[src/design/fexp_dadd.sv]
// Four-stage binary64 adder, round to nearest even, normal or zero operands.
// Standalone; the whole pipe advances on en_i.
module fexp_dadd (
  input  logic        clk_i,
  input  logic        en_i,
  input  logic [63:0] a_i,
  input  logic [63:0] b_i,
  output logic [63:0] s_o
);

  logic        a_big;
  logic [52:0] ma, mb;
  logic [10:0] dexp;
  logic        s1_s_d, s1_sub_d;
  logic [10:0] s1_e_d;
  logic [52:0] s1_mb_d, s1_ms_d;
  logic [5:0]  s1_d_d;
  logic        s1_s_q, s1_sub_q;
  logic [10:0] s1_e_q;
  logic [52:0] s1_mb_q, s1_ms_q;
  logic [5:0]  s1_d_q;

  logic [55:0] big_ext, small_ext, shifted, lost, al;
  logic [56:0] sum_d, sum_q;
  logic        s2_s_q, s2_sub_q;
  logic [12:0] s2_e_q;

  logic [5:0]  msb, lz;
  logic [55:0] nm_d, nm_q;
  logic [12:0] e3_d, e3_q;
  logic        zero_d, zero_q, s3_s_q, s3_sub_q;

  logic        g, st, up;
  logic [53:0] m54;
  logic [12:0] e4;
  logic [51:0] frac;
  logic [63:0] s_d, s_q;

  // Stage 1: order by magnitude, exponent difference
  always_comb begin
    ma    = (a_i[62:52] == 11'd0) ? 53'd0 : {1'b1, a_i[51:0]};
    mb    = (b_i[62:52] == 11'd0) ? 53'd0 : {1'b1, b_i[51:0]};
    a_big = a_i[62:0] >= b_i[62:0];
    s1_sub_d = a_i[63] ^ b_i[63];
    if (a_big) begin
      s1_s_d  = a_i[63];
      s1_e_d  = a_i[62:52];
      s1_mb_d = ma;
      s1_ms_d = mb;
      dexp    = a_i[62:52] - b_i[62:52];
    end else begin
      s1_s_d  = b_i[63];
      s1_e_d  = b_i[62:52];
      s1_mb_d = mb;
      s1_ms_d = ma;
      dexp    = b_i[62:52] - a_i[62:52];
    end
    s1_d_d = (dexp > 11'd63) ? 6'd63 : dexp[5:0];
  end

  // Stage 2: align with guard/round/sticky, add or subtract
  always_comb begin
    big_ext   = {s1_mb_q, 3'b000};
    small_ext = {s1_ms_q, 3'b000};
    shifted   = small_ext >> s1_d_q;
    lost      = small_ext & ~({56{1'b1}} << s1_d_q);
    al        = shifted | 56'(|lost);
    sum_d     = s1_sub_q ? ({1'b0, big_ext} - {1'b0, al}) : ({1'b0, big_ext} + {1'b0, al});
  end

  // Stage 3: normalize
  always_comb begin
    msb = '0;
    for (int i = 0; i < 56; i++) begin
      if (sum_q[i]) msb = 6'(i);
    end
    lz     = 6'd55 - msb;
    zero_d = (sum_q == '0);
    if (sum_q[56]) begin
      nm_d = {sum_q[56:2], sum_q[1] | sum_q[0]};
      e3_d = s2_e_q + 13'd1;
    end else begin
      nm_d = sum_q[55:0] << lz;
      e3_d = s2_e_q - 13'(lz);
    end
  end

  // Stage 4: round and pack; exact cancellation gives +0
  always_comb begin
    g   = nm_q[2];
    st  = nm_q[1] | nm_q[0];
    up  = g & (st | nm_q[3]);
    m54 = {1'b0, nm_q[55:3]} + 54'(up);
    e4  = e3_q;
    if (m54[53]) begin
      e4   = e4 + 13'd1;
      frac = '0;
    end else begin
      frac = m54[51:0];
    end
    s_d = zero_q ? {s3_s_q & ~s3_sub_q, 63'd0} : {s3_s_q, e4[10:0], frac};
  end

  always_ff @(posedge clk_i) begin
    if (en_i) begin
      s1_s_q   <= s1_s_d;
      s1_sub_q <= s1_sub_d;
      s1_e_q   <= s1_e_d;
      s1_mb_q  <= s1_mb_d;
      s1_ms_q  <= s1_ms_d;
      s1_d_q   <= s1_d_d;
      sum_q    <= sum_d;
      s2_s_q   <= s1_s_q;
      s2_sub_q <= s1_sub_q;
      s2_e_q   <= 13'(s1_e_q);
      nm_q     <= nm_d;
      e3_q     <= e3_d;
      zero_q   <= zero_d;
      s3_s_q   <= s2_s_q;
      s3_sub_q <= s2_sub_q;
      s_q      <= s_d;
    end
  end

  assign s_o = s_q;

endmodule

[config.mk]
export PLATFORM = sky130hd
export DESIGN_NAME = fexp_dadd
export DESIGN_NICKNAME = d
export VERILOG_FILES = /design/src/design/fexp_dadd.sv
export SDC_FILE = /design/constraint.sdc
export NUM_CORES = 1
export LEC_CHECK = 0
export BUFFER_PORTS_ARGS = -buffer_cell sky130_fd_sc_hd__buf_4
export CAP_MARGIN = 30
export CORE_UTILIZATION = 25
export CTS_CLUSTER_DIAMETER = 60
export CTS_CLUSTER_SIZE = 25
export DETAILED_ROUTE_END_ITERATION = 6
export GPL_ROUTABILITY_DRIVEN = 0
export SETUP_SLACK_MARGIN = 0.4
export SLEW_MARGIN = 20
export SYNTH_ARGS = -nofsm -noshare
export SYNTH_HDL_FRONTEND = slang
export SYNTH_SLANG_ARGS = --single-unit
export TNS_END_PERCENT = 50
[constraint.sdc]
create_clock -name clk_i -period 7.3 [get_ports clk_i]
set_clock_uncertainty 0.05 [all_clocks]
set_input_delay 1.46 -clock clk_i [delete_from_list [all_inputs] [get_ports clk_i]]
set_output_delay 1.46 -clock clk_i [all_outputs]
set_load 0.05 [all_outputs]
Word level (Yosys, flattened, before mapping)

Index checks and enable logic that the tools add are counted.

Logic and storage cells: 116
Output and inout bits: 64
Flip-flop bits (word level): 329

Add/sub/neg operators: 9
Reduce and logical (&&, ||, !) cells: 5
Bitwise logic cells: 10
$lt $le $gt $ge: 2
Shift operators: 3
Multiplexer cells: 68

Operator list:

| kind                                                                   | count |
|---|---|
| 6-bit two-way mux                                                      | 54 |
| 53-bit two-way mux                                                     | 4 |
| 64-bit two-way mux                                                     | 1 |
| 63-bit greater-or-equal comparator                                     | 1 |
| 56-bit by 56-bit adder with 57-bit output                              | 1 |
| 57-bit logical NOT                                                     | 1 |
| 57-bit two-way mux                                                     | 1 |
| 56-bit by 56-bit subtractor with 57-bit output                         | 1 |
| 56-bit bitwise AND                                                     | 1 |
| 56-bit NOT                                                             | 1 |
| 56-bit by 1-bit OR with 56-bit output                                  | 1 |
| 56-bit OR reduction                                                    | 1 |
| 56-bit by 6-bit << shifter with 56-bit output                          | 1 |
| 56-bit by 6-bit << shifter with 56-bit output (first input constant)   | 1 |
| 56-bit by 6-bit right shift with 56-bit output                         | 1 |
| 55-bit two-way mux                                                     | 1 |
| 53-bit by 1-bit adder with 54-bit output                               | 1 |
| 52-bit two-way mux                                                     | 1 |
| 11-bit two-way mux                                                     | 4 |
| 11-bit by 1-bit adder with 11-bit output (second input constant)       | 2 |
| 11-bit logical NOT                                                     | 2 |
| 11-bit subtractor                                                      | 2 |
| 11-bit by 6-bit > comparator with 1-bit output (second input constant) | 1 |
| 11-bit by 6-bit subtractor with 11-bit output                          | 1 |
| 7 further kinds                                                        | 11 |

Longest topological paths before layout

Depth in word-level cells: 58
Depth in mapped cells: 29

Least setup slack after synthesis

OpenSTA, ideal clock, no wires.

Path type: reg-to-reg
From: register s1_d_q[0]
To: register sum_q[44], data pin
Library setup time: 0.264 ns
Data required time: 6.986 ns
Period minus slack after synthesis: 5.608 ns
Cell stages (with the launch flop): 28
Setup slack: 1.692 ns
Arrival time: 5.294 ns
Cell sequence: edfxtp_1 > buf_6 > buf_6 > buf_2 > buf_4 > buf_1 > mux2_2 > nor2_1 > a21oi_1 > and2_1 > a31oi_1 > nand2_1 > o21ai_0 > inv_1 > a21oi_1 > ha_1 > clkbuf_1 > a2111oi_0 > nor3_1 > a21oi_1 > a21oi_1 > o21ai_1 > a21boi_0 > o31a_1 > o41ai_1 > o311ai_0 > a21oi_1 > xnor2_1

Word-level cells in the longest chain between the ends: 7

RTL lines:

| what                                                                                                        | line | text |
|---|---|---|
| start, declared                                                                                             | 21   | `logic [5:0] s1_d_q;` |
| start signal, assigned                                                                                      | 111  | `s1_d_q <= s1_d_d;` |
| 56-bit by 6-bit << shifter with 56-bit output                                                               | 66   | `lost = small_ext & ~({56{1'b1}} << s1_d_q);` |
| 56-bit NOT                                                                                                  | 66   |  |
| 56-bit bitwise AND                                                                                          | 66   |  |
| 56-bit OR reduction                                                                                         | 67   | `al = shifted \| 56'(\|lost);` |
| 56-bit by 1-bit OR with 56-bit output (*)                                                                   | 67   |  |
| 56-bit by 56-bit adder with 57-bit output or 56-bit by 56-bit subtractor with 57-bit output (tied branches) | 68   | `sum_d = s1_sub_q ? ({1'b0, big_ext} - {1'b0, al}) : ({1'b0, big_ext} + {1'b0, al});` |
| 57-bit two-way mux (*)                                                                                      | 68   |  |
| named net sum_d[44]                                                                                         | 24   | `logic [56:0] sum_d, sum_q;` |
| end signal, assigned                                                                                        | 112  | `sum_q <= sum_d;` |
| end, declared                                                                                               | 24   |  |

The timed path passes the listed nets; every way through them passes the cells marked *.
A chain may end at the register's enable or synchronous reset.

Final worst setup path

From: register s1_d_q[1]
To: register sum_q[44], data pin

Same word-level chain as after synthesis.

==> impl_metrics.ini <==
[outcome]
status = completed

[floorplanning]
die_h_um = 352.4
fp-row-count = 128
die_area_um2 = 124200
core_area_um2 = 121700
start_util_pct = 25.21
ios = 194
die_w_um = 352.4

[power]
leakagePower_nw = 14.15
power_frac_comb_pct = 44.8
p_per_area_nw_per_um2 = 265.0
power.switching_w = 0.004048
internal-power_w = 0.005245
swShare_pct = 43.56
seqPwrFrac_pct = 33.2
vdd.ir_drop.worst_mv = 0.1612
pwr-share-clk_pct = 22.0

[clocking]
cts-htree-levels = 2
path_clk_slew_ns = 0.06
cts_setup_buffers = 0
cts_buffers = 39
cts_tree = done
root_buffer = clkbuf_16
ctsResizeCount = 0
holdBufCountCts = 0
clk_path_buf_depth = 3
clock_latency_ns = 0.61
cts_num_sinks = 329

[synth]
ys_warn_count = 0
seq_area_frac_synth_pct = 32.19
synth_ff_type = edfxtp_1
synth_area_leaders = edfxtp_1, ha_1, mux2i_1, a21oi_1, nor2_1
synthCells = 3512
synth_edf_count = 329
synth.distinct_cells = 104
synth-async-reset-ratio_pct = 0
syn_area_um2 = 30690
synth_top_area_share_pct = 32.19
syn_nets = 3843
yosysTopAreaCell = edfxtp_1
synth_seq_cells = 329
avgSynthCellArea_um2 = 8.738

[place]
hpwl_um = 82700
portBuffers = 193
placedCellCount = 5142
placed_area_um2 = 33670

[timing]
max_slew_margin_pct = 34.24
slew_viol_final = 0
worstMarginPinSlew_ns = 0.9615
setup_tns_ns = 0
whs_ns = 0.3671
finalSetupViolCount = 0
final-hold-violation-count = 0
rsz0062_at_grt = false
finalCritPeriodShare_pct = 86.49
fmax_mhz = 158.4
min_period_ns = 6.314

[route]
routed_wl_um = 106800
drtPass1Iterations = 6
vias = 28190
drc_errors = 0
post_drt_via_cell_ratio = 5.405
routedWlPerCell_um = 20.47
drt_iter0_markers = 3101
postRouteAntennaNets = 0

[global_route]
antenna_found_initial = 1
grt_pass1_vias = 26180
overflow = 0
grt_pass1_wl_um = 161100
grt_util_all_layers_pct = 16.40
grt_max_degree = 116

[final_layout]
finalNetCount = 3890
fillCellCount = 12970
multiInputGateArea_um2 = 19000
drive_gt1_share_pct = 12.98
seqCellArea_um2 = 9879
area_growth_pct = 14.26
final_area_um2 = 35060
layout.cells.non_filler = 5215
n_antenna_cell = 0

[setup_path]
cp-start-kind = register
crit_type = register to register
worst-r2r-cell-count = 23
critPathCaptureType = register
cp.required_ns = 7.57
critPathMaxFanout = 53
arrival_ns = 6.58

[min_path]
hold_path_class = register to register
hold_path_depth = 0

[flow_run]
maxCapViolations = 0
[state kept, by name (all words and copies together), names as in the netlist, 6 cells and up]
name and cells:
nm_q 56, s1_e_q 11, sum_q 57, s1_ms_q 53, e3_q 11, s1_d_q 6
s2_e_q 11, s1_mb_q 53, s_o 64
[through the flow]
stage | power (W) | setup slack [ns] | util, %
floorplan | 0.005779 | 1.692 | -
finish | 0.009293 | 0.9864 | 28.81
global placement | 0.007115 | 1.231 | 27.62
CTS | 0.009250 | 1.154 | 28.79
global route | 0.009778 | 0.6222 | 28.81
detailed placement | 0.007157 | 1.172 | 27.66
[cells by family after synthesis]
logic type                 Yosys count  synth area share [%]
AOI/OAI and AO/OA                 1087                 24.20
and+or+nand+nor                   1057                 16.28
buffers and inverters              470                 6.006
DFF                                329                 32.19
muxes                              236                 9.243
adders and majority gates          204                 8.391
xor gates and xnor gates           129                 3.682
[worst max-delay path, stage by stage (launching register included)]
cell      delay, ns
edfxtp_1       0.43
buf_4          0.52
buf_4          0.34
or2_2          0.20
o22ai_1        0.08
a211oi_1       0.51
nor2_1         0.08
a211oi_1       0.23
a31oi_1        0.06
nor2_1         0.12
a21oi_1        0.08
ha_1           0.38
nor2b_1        0.18
nor4_1         0.26
o31ai_1        0.16
a21oi_1        0.36
a21oi_1        0.24
o21ai_1        0.45
a21boi_0       0.24
o31a_1         0.32
o41ai_1        0.27
o311ai_0       0.18
a21oi_1        0.19
xnor2_1        0.09
[per-layer routing]
layer / part of all wire (%) / up-vias / wire [um] / track usage (%)
li1: - / 13140 / - / -
met1: 44 / 13380 / 47320 / 22.83
met5: 0.012 / - / 13 / 0
met2: 44 / 1405 / 46770 / 25.57
met3: 8.0 / 257 / 8591 / 2.691
met4: 3.8 / 2 / 4054 / 5.557
[layout by cell type (no fill, tap or decap), types with 33 or more instances in the layout]
master and instances:
a211oi_1 44, mux2_2 55, o21bai_1 36, buf_4 238, nand2_1 290, inv_1 225, edfxtp_1 329, xor2_1 48
nand2b_1 40, ha_1 197, a21o_1 82, o211ai_1 52, mux2i_1 145, nand3_1 76, nor3_1 69, xnor2_1 81
and3_1 33, clkbuf_16 40, a22o_1 114, nand4_1 34, o21ai_0 194, a21oi_1 255, nor2_1 334
[power groups by stage]
| stage | clock network, W | registers, W | logic, W |
|---|---|---|---|
| 6_report | 0.00205 | 0.00309 | 0.00416 |
| 5_1_grt | 0.00217 | 0.00312 | 0.00449 |
| 4_1_cts | 0.00212 | 0.00307 | 0.00407 |
| 3_5_place_dp | 0 | 0.00311 | 0.00405 |
| 3_3_place_gp | 0 | 0.00309 | 0.00402 |
| 2_1_floorplan | 0 | 0.00298 | 0.00280 |
[cell type report]
cell class,count,area share [%]
Multi-Input combinational cell,2713,54.19
Sequential cell,329,28.18
Tap cell,1625,5.799
Timing Repair Buffer,244,5.445
Clock buffer,43,2.887
Inverter,232,2.484
Clock inverter,29,1.017
[final timing paths]
path | startpoint | end | slack, ns
setup reg to reg | s1_d_q[1] | sum_q[44] | 0.99
setup / recovery | s1_d_q[1] | sum_q[44] | 0.99
hold / removal | s1_e_q[2] | s2_e_q[2] | 0.37
hold reg to reg | s1_e_q[2] | s2_e_q[2] | 0.37
[cells in the mapped netlist (all sizes together), types with 17 or more instances]
cell / number
a211oi: 47
a21o: 82
a21oi: 256
a221oi: 21
a22o: 114
a22oi: 22
a31oi: 30
and2: 19
and3: 35
buf: 61
clkbuf: 177
edfxtp: 329
ha: 197
inv: 232
mux2: 59
mux2i: 147
mux4: 30
nand2: 291
nand2b: 41
nand3: 77
nand4: 34
nor2: 335
nor2b: 29
nor3: 72
nor4: 30
o211ai: 53
o21a: 22
o21ai: 208
o21bai: 36
o22ai: 17
o31ai: 19
or2: 26
or3: 27
xnor2: 81
xor2: 48
Note: power is estimated with default switching activity, not from simulation.
